### src/hw/rtl/spl_pkg.sv
// Shared types, constants and helpers for the stereo peak level meter.
`default_nettype none

package spl_pkg;

  localparam int SAMPLE_W      = 16;
  localparam int MAG_W         = 15;
  localparam int COUNT_FIELD_W = 32;
  localparam int COUNT_WIDTH   = 32;
  localparam int CFG_INDEX_W   = 8;
  localparam int CFG_DATA_W    = 16;

  localparam logic [MAG_W-1:0] THR_HALF_RESET        = 15'd16383;
  localparam logic [MAG_W-1:0] THR_NINETY_RESET      = 15'd29490;
  localparam logic [MAG_W-1:0] THR_NINETY_NINE_RESET = 15'd32439;
  localparam logic [MAG_W-1:0] THR_CLIP_RESET        = 15'd32764;

  localparam logic [CFG_INDEX_W-1:0] REG_HALF        = 8'd0;
  localparam logic [CFG_INDEX_W-1:0] REG_NINETY      = 8'd1;
  localparam logic [CFG_INDEX_W-1:0] REG_NINETY_NINE = 8'd2;
  localparam logic [CFG_INDEX_W-1:0] REG_CLIP        = 8'd3;

  typedef struct packed {
    logic signed [SAMPLE_W-1:0] left_sample;
    logic signed [SAMPLE_W-1:0] right_sample;
    logic                       block_end;
  } in_item_t;

  typedef struct packed {
    logic [MAG_W-1:0]         peak_left;
    logic [MAG_W-1:0]         peak_right;
    logic                     block_done;
    logic [COUNT_FIELD_W-1:0] count_above_half;
    logic [COUNT_FIELD_W-1:0] count_above_ninety;
    logic [COUNT_FIELD_W-1:0] count_above_ninety_nine;
    logic [COUNT_FIELD_W-1:0] count_clipped;
  } out_item_t;

  typedef struct packed {
    logic [MAG_W-1:0] half;
    logic [MAG_W-1:0] ninety;
    logic [MAG_W-1:0] ninety_nine;
    logic [MAG_W-1:0] clip;
  } thr_t;

  // Magnitude of a two's complement sample; the most negative code saturates.
  function automatic logic [MAG_W-1:0] magnitude(input logic signed [SAMPLE_W-1:0] s);
    logic [SAMPLE_W-1:0] neg;
    neg = SAMPLE_W'(-s);
    if (s == {1'b1, {(SAMPLE_W-1){1'b0}}}) begin
      magnitude = {MAG_W{1'b1}};
    end else if (s[SAMPLE_W-1]) begin
      magnitude = neg[MAG_W-1:0];
    end else begin
      magnitude = s[MAG_W-1:0];
    end
  endfunction

endpackage

`default_nettype wire

### src/hw/rtl/spl_regs.sv
// Threshold register file written through the configuration port.
`default_nettype none

module spl_regs (
  input  wire logic                               clk,
  input  wire logic                               rst,
  input  wire logic                               cfg_valid,
  output logic                                    cfg_ready,
  input  wire logic [spl_pkg::CFG_INDEX_W-1:0]    cfg_index,
  input  wire logic [spl_pkg::CFG_DATA_W-1:0]     cfg_data,
  output spl_pkg::thr_t                           thr
);
  import spl_pkg::*;

  logic [MAG_W-1:0] value;

  assign cfg_ready = 1'b1;
  assign value     = cfg_data[MAG_W-1:0];

  always_ff @(posedge clk) begin
    if (rst) begin
      thr.half        <= THR_HALF_RESET;
      thr.ninety      <= THR_NINETY_RESET;
      thr.ninety_nine <= THR_NINETY_NINE_RESET;
      thr.clip        <= THR_CLIP_RESET;
    end else if (cfg_valid && cfg_ready) begin
      // Writes to indexes past the last register are dropped.
      case (cfg_index)
        REG_HALF:        thr.half        <= value;
        REG_NINETY:      thr.ninety      <= value;
        REG_NINETY_NINE: thr.ninety_nine <= value;
        REG_CLIP:        thr.clip        <= value;
        default: ;
      endcase
    end
  end

endmodule

`default_nettype wire

### src/hw/rtl/spl_sat_counter.sv
// Saturating event counter that presents its updated value in the same cycle.
`default_nettype none

module spl_sat_counter #(
  parameter int COUNT_WIDTH = spl_pkg::COUNT_WIDTH
) (
  input  wire logic                                clk,
  input  wire logic                                rst,
  input  wire logic                                en,
  input  wire logic                                hit,
  output logic [spl_pkg::COUNT_FIELD_W-1:0]        field
);
  import spl_pkg::*;

  localparam int ExtWidth = (COUNT_WIDTH > COUNT_FIELD_W) ? COUNT_WIDTH : COUNT_FIELD_W;

  logic [COUNT_WIDTH-1:0] cnt;
  logic [COUNT_WIDTH-1:0] cnt_next;
  logic [ExtWidth-1:0]    ext;

  assign cnt_next = (hit && !(&cnt)) ? cnt + COUNT_WIDTH'(1) : cnt;
  assign ext      = ExtWidth'(cnt_next);
  assign field    = ext[COUNT_FIELD_W-1:0];

  always_ff @(posedge clk) begin
    if (rst) begin
      cnt <= '0;
    end else if (en) begin
      cnt <= cnt_next;
    end
  end

endmodule

`default_nettype wire

### src/hw/rtl/stereo_peak_level_meter.sv
// Top level of the stereo peak level meter: input stage, peak tracking and result stage.
// An accepted frame passes through the input register and then the result register,
// where magnitude, peaks and counts are formed.
// Throughput: one frame per cycle; the result register is the only point of back-pressure.
// Reset (synchronous, rst high): peaks and counters clear, thresholds load their
// defaults, both pipeline stages empty. No clearing pass is needed.
`default_nettype none

module stereo_peak_level_meter #(
  parameter int COUNT_WIDTH = spl_pkg::COUNT_WIDTH
) (
  input  wire logic                            clk,
  input  wire logic                            rst,
  input  wire logic                            sample_valid,
  output logic                                 sample_stall,
  input  wire spl_pkg::in_item_t               sample,
  output logic                                 result_valid,
  input  wire logic                            result_stall,
  output spl_pkg::out_item_t                   result,
  input  wire logic                            cfg_valid,
  output logic                                 cfg_ready,
  input  wire logic [spl_pkg::CFG_INDEX_W-1:0] cfg_index,
  input  wire logic [spl_pkg::CFG_DATA_W-1:0]  cfg_data
);
  import spl_pkg::*;

  thr_t             thr;
  logic             s1_valid;
  in_item_t         s1_item;
  logic             advance;
  logic             accept;
  logic [MAG_W-1:0] mag_l;
  logic [MAG_W-1:0] mag_r;
  logic [MAG_W-1:0] run_l;
  logic [MAG_W-1:0] run_r;
  logic [MAG_W-1:0] peak_l;
  logic [MAG_W-1:0] peak_r;
  logic             hit_half;
  logic             hit_ninety;
  logic             hit_ninety_nine;
  logic             hit_clip;
  out_item_t        result_next;

  spl_regs u_regs (
    .clk       (clk),
    .rst       (rst),
    .cfg_valid (cfg_valid),
    .cfg_ready (cfg_ready),
    .cfg_index (cfg_index),
    .cfg_data  (cfg_data),
    .thr       (thr)
  );

  // The result stage moves whenever its register is empty or being taken.
  assign advance      = s1_valid && (!result_valid || !result_stall);
  assign sample_stall = s1_valid && result_valid && result_stall;
  assign accept       = sample_valid && !sample_stall;

  assign mag_l  = magnitude(s1_item.left_sample);
  assign mag_r  = magnitude(s1_item.right_sample);
  assign peak_l = (mag_l > run_l) ? mag_l : run_l;
  assign peak_r = (mag_r > run_r) ? mag_r : run_r;

  assign hit_half        = (mag_l > thr.half)        || (mag_r > thr.half);
  assign hit_ninety      = (mag_l > thr.ninety)      || (mag_r > thr.ninety);
  assign hit_ninety_nine = (mag_l > thr.ninety_nine) || (mag_r > thr.ninety_nine);
  assign hit_clip        = (mag_l > thr.clip)        || (mag_r > thr.clip);

  spl_sat_counter #(.COUNT_WIDTH(COUNT_WIDTH)) u_cnt_half (
    .clk (clk), .rst (rst), .en (advance), .hit (hit_half),
    .field (result_next.count_above_half)
  );

  spl_sat_counter #(.COUNT_WIDTH(COUNT_WIDTH)) u_cnt_ninety (
    .clk (clk), .rst (rst), .en (advance), .hit (hit_ninety),
    .field (result_next.count_above_ninety)
  );

  spl_sat_counter #(.COUNT_WIDTH(COUNT_WIDTH)) u_cnt_ninety_nine (
    .clk (clk), .rst (rst), .en (advance), .hit (hit_ninety_nine),
    .field (result_next.count_above_ninety_nine)
  );

  spl_sat_counter #(.COUNT_WIDTH(COUNT_WIDTH)) u_cnt_clip (
    .clk (clk), .rst (rst), .en (advance), .hit (hit_clip),
    .field (result_next.count_clipped)
  );

  assign result_next.peak_left  = peak_l;
  assign result_next.peak_right = peak_r;
  assign result_next.block_done = s1_item.block_end;

  always_ff @(posedge clk) begin
    if (rst) begin
      s1_valid     <= 1'b0;
      result_valid <= 1'b0;
      run_l        <= '0;
      run_r        <= '0;
    end else begin
      if (accept) begin
        s1_valid <= 1'b1;
      end else if (advance) begin
        s1_valid <= 1'b0;
      end
      if (advance) begin
        result_valid <= 1'b1;
        // The peaks restart after the frame that closes a block.
        run_l <= s1_item.block_end ? '0 : peak_l;
        run_r <= s1_item.block_end ? '0 : peak_r;
      end else if (!result_stall) begin
        result_valid <= 1'b0;
      end
    end
  end

  always_ff @(posedge clk) begin
    if (accept) begin
      s1_item <= sample;
    end
    if (advance) begin
      result <= result_next;
    end
  end

  a_peak_restart: assert property (@(posedge clk) disable iff (rst)
    advance && s1_item.block_end |=> run_l == '0 && run_r == '0)
    else $error("running peaks not cleared after block end");

  a_result_loaded: assert property (@(posedge clk) disable iff (rst)
    advance |=> result_valid && result.block_done == $past(s1_item.block_end))
    else $error("result register not loaded from input stage");

  a_peak_covers_frame: assert property (@(posedge clk) disable iff (rst)
    advance |=> result.peak_left >= $past(mag_l) && result.peak_right >= $past(mag_r))
    else $error("reported peak below frame magnitude");

endmodule

`default_nettype wire

### config.mk
export PLATFORM = sky130hd
export DESIGN_NAME = stereo_peak_level_meter
export DESIGN_NICKNAME = d
export VERILOG_FILES = /design/src/hw/rtl/spl_pkg.sv /design/src/hw/rtl/spl_regs.sv /design/src/hw/rtl/spl_sat_counter.sv /design/src/hw/rtl/stereo_peak_level_meter.sv
export SDC_FILE = /design/constraint.sdc
export NUM_CORES = 1
export LEC_CHECK = 0
export BUFFER_PORTS_ARGS = -buffer_cell sky130_fd_sc_hd__buf_2
export CORE_MARGIN = 8
export CORE_UTILIZATION = 50
export DETAILED_ROUTE_END_ITERATION = 8
export PLACE_DENSITY = 0.81
export SYNTH_ARGS = -nofsm -noshare
export SYNTH_HDL_FRONTEND = slang
export SYNTH_SLANG_ARGS = --single-unit
### constraint.sdc
create_clock -name clk -period 8.6 [get_ports clk]
set_input_delay 1.72 -clock clk [delete_from_list [all_inputs] [get_ports clk]]
set_output_delay 1.72 -clock clk [all_outputs]
set_load 0.01 [all_outputs]
==> flow_summary.json <==
{
  "first_pass_iters": 6,
  "clock_skew_ps": 18.6,
  "path_cells": "inv_1 > ha_1 > nand3_2 > or4_4 > or3_1 > or3b_1 > nand2_1 > ha_1 > nand4_1 > inv_1 > a221oi_1 > a211oi_1 > nor2_4 > mux2_2",
  "netlist_instances": 2322,
  "area_growth_pct": 13.5,
  "startpoint": "s1_item[2]",
  "yosysMostFrequentCell": "nand2_1",
  "synth-edff-count": 192,
  "cts_tree": "built",
  "syn_area_um2": 22300,
  "max-cap-violations": 0,
  "clockBufferDepth": 3,
  "hold_violations": 0,
  "max-slew-margin-rel_pct": 7.66,
  "die_x_um": 227,
  "post_cts_buffers": 0,
  "cts_resized": 0,
  "max_stage_delay_ps": 1130,
  "initial_utilization_pct": 50.5,
  "cts.hold.buffers_added": 0,
  "finalSetupViolations": 0,
  "seqCellArea_um2": 10200,
  "crit_fanout": 28,
  "synthAdderAreaFrac_pct": 8.76,
  "core_area_um2": 44100,
  "ys_top_cells_by_area": "edfxtp_1 (26%), dfxtp_1 (20%), ha_1 (8.8%), xor2_1 (4.4%), nand2_1 (3.8%)",
  "reg2reg_from": "s1_item[2]",
  "synth_compound_area_share_pct": 13.9,
  "synth_top_area_share_pct": 25.9,
  "outcome": "finished, final reports clean",
  "post-route-drc-count": 0,
  "cts_root_buffer": "clkbuf_16",
  "layout-drive-gt1-share_pct": 15.0,
  "gp_routability_congestion": 0.962,
  "h-tree-depth": 2,
  "endpoint": "result[97]",
  "post-route-period-util_pct": 71.3,
  "grt_pass1_vias": 17400,
  "die_h_um": 227,
  "clk_latency_ps": 580,
  "ys_types": 79,
  "grt_max_degree": 85,
  "rr_endpoint": "result[97]",
  "min_period_ps": 6130,
  "vias": 18200,
  "cp_slowest_cell": "a221oi_1",
  "synthFlopType": "dfxtp_1",
  "fmax_mhz": 163,
  "slew_violations": 0,
  "clkTransAtPathRegs_ps": 60,
  "cts_buffers": 45,
  "yosys.area_share.simple_pct": 19.3,
  "antenna_found_initial": 0,
  "globalRouteTotalUtil_pct": 21.2,
  "async_flop_share_pct": 0,
  "yosysTopAreaCell": "edfxtp_1",
  "tns_ps": 0,
  "ys_seq_elements": 412,
  "final_util_pct": 57.3,
  "insertedDiodeCount": 0,
  "p_total_mw": 4.62,
  "crit_type": "flip-flop to flip-flop",
  "critPathCaptureType": "flip-flop",
  "reg2reg_slack_ps": 2470,
  "synth_commonest_cells": "nand2_1 (228), dfxtp_1 (220), edfxtp_1 (192)",
  "fillCellCount": 3775,
  "r2r_cells": 14,
  "post-dp-hpwl_mm": 40.6,
  "std_cell_rows": 77,
  "synth-xor-area-share_pct": 6.84,
  "ir_worst_vdd_v": 0.000144,
  "multi_input_area_um2": 11100,
  "worst_slew_pin_slew_ps": 1390,
  "path_buf_inv": 2,
  "portBuffers": 221,
  "wl_per_cell_um": 18.2,
  "critPathArrivalTime_ps": 6450,
  "cts_sinks": 412,
  "overflow": 0,
  "vias_per_cell": 5.85,
  "p_leak_nw": 9.86,
  "cp-start-kind": "flip-flop",
  "synth_top_family_by_area": "simple AND/OR/NAND/NOR gates",
  "avgSynthCellArea_um2": 9.59,
  "cp_num_cells": 14,
  "ant_nets": 0,
  "synth_warnings": 0,
  "dr.first_iter.drc_count": 1535,
  "grt_pass1_wl_mm": 88.8,
  "synth_nets": 2540,
  "critPathTopFamily": "simple AND/OR/NAND/NOR gates",
  "nNetsFinal": 2701,
  "die_area_um2": 51600,
  "ios": 224,
  "p_per_area_nw_per_um2": 183,
  "synthMuxAreaShare_pct": 1.06,
  "synth_seq_area_share_pct": 45.7,
  "hold_class": "flip-flop to flip-flop",
  "drt-total-wl_mm": 56.6,
  "crit_required_ps": 8920,
  "rsz0062_at_grt": "no"
}
==> routing by layer <==
metal | vias to the layer above | part of all wire, % | wire, um | global-route usage, %
met5 | - | 0 | 0 | 0
met4 | 0 | 3.1 | 1770 | 7.47
met3 | 129 | 6.2 | 3490 | 3.76
met2 | 592 | 49 | 27600 | 36.8
met1 | 8658 | 42 | 23800 | 26.3
li1 | 8811 | - | - | -
==> per-stage QoR <==
| step | instances | instance area (um^2) | hold slack [ps] | setup slack (ps) |
|---|---|---|---|---|
| 6_report | 3112 | 25300 | 458 | 2470 |
| 3_3_place_gp | 3028 | 23700 | 446 | 2820 |
| 2_1_floorplan | 2322 | 22300 | 436 | 105 |
| 5_1_grt | 3112 | 25300 | 483 | 2140 |
| 3_5_place_dp | 3028 | 23700 | 448 | 2690 |
| 4_1_cts | 3112 | 25300 | 457 | 2640 |
==> kinds of logic (layout without fill, tap and decap cells) <==
| kind of cell | Yosys count | count (layout) |
|---|---|---|
| AND/OR/NAND/NOR | 844 | 844 |
| AO/OA/AOI/OAI | 475 | 475 |
| other | 1 | 1 |
| buffers and inverters | 238 | 436 |
| adder cells (fa/ha/maj) | 156 | 156 |
| XOR/XNOR | 174 | 174 |
| multiplexers | 22 | 22 |
| flip-flops | 412 | 412 |
==> layout by cell type (no fill, tap or decap), types with 12 or more instances in the layout <==
cell type / count
nor4_1: 25
or3_1: 50
a32o_1: 28
a211oi_1: 20
xor2_1: 113
o31ai_1: 39
dfxtp_1: 220
and3_1: 15
o21ai_0: 82
buf_4: 15
or2_2: 21
buf_2: 220
and2_1: 12
o211ai_1: 61
mux2_2: 13
edfxtp_1: 192
nand4_1: 60
ha_1: 156
o21a_1: 15
clkbuf_16: 47
nand3_1: 75
nor2_1: 181
nor2b_1: 19
nand2_1: 227
nor3_1: 58
a21oi_1: 142
a31oi_1: 16
inv_1: 115
xnor2_1: 61
or4_1: 40
==> state kept, by name (all words and copies together), names as in the netlist <==
register and count:
u_cnt_ninety_nine.cnt 32, u_regs.thr 60, result_next 1, u_cnt_clip.cnt 32
run_r 15, u_cnt_half.cnt 32, s1_item 32, result 159
result_valid 1, run_l 15, u_cnt_ninety.cnt 32, s1_valid 1
==> worst min-delay path by stage <==
stage	start	endpoint	slack, ps	cells past startpoint
after global placement	run_l[3]	run_l[3]	450	1
after global routing	run_l[4]	run_l[4]	480	1
after CTS	u_regs.thr[36]	u_regs.thr[36]	460	2
after detailed placement	u_regs.thr[40]	u_regs.thr[40]	450	2
after floorplan	u_regs.thr[1]	u_regs.thr[1]	440	2
final	u_regs.thr[36]	u_regs.thr[36]	460	2
==> worst min-delay path: stages (launching register included) <==
cell and delay (ps):
dfxtp_1 310, nand2_1 50, a21oi_1 50
==> area by class of cell <==
| type | count | share of cell area [%] |
|---|---|---|
| clock buffers | 59 | 4.99 |
| multi-input cells | 1672 | 44.1 |
| well taps | 592 | 2.93 |
| clock inverters | 25 | 1.23 |
| repair buffers | 235 | 4.80 |
| flip-flops and latches | 412 | 40.2 |
| inverters | 117 | 1.76 |
==> where the power goes <==
| part | total, mW | switching [mW] | leakage, nW | internal, mW |
|---|---|---|---|---|
| Sequential | 2.14 | 0.0284 | 3.53 | 2.12 |
| Clock | 2.05 | 0.805 | 0.762 | 1.24 |
| Combinational | 0.431 | 0.289 | 5.57 | 0.142 |
Power figures use the tool's default switching activity.
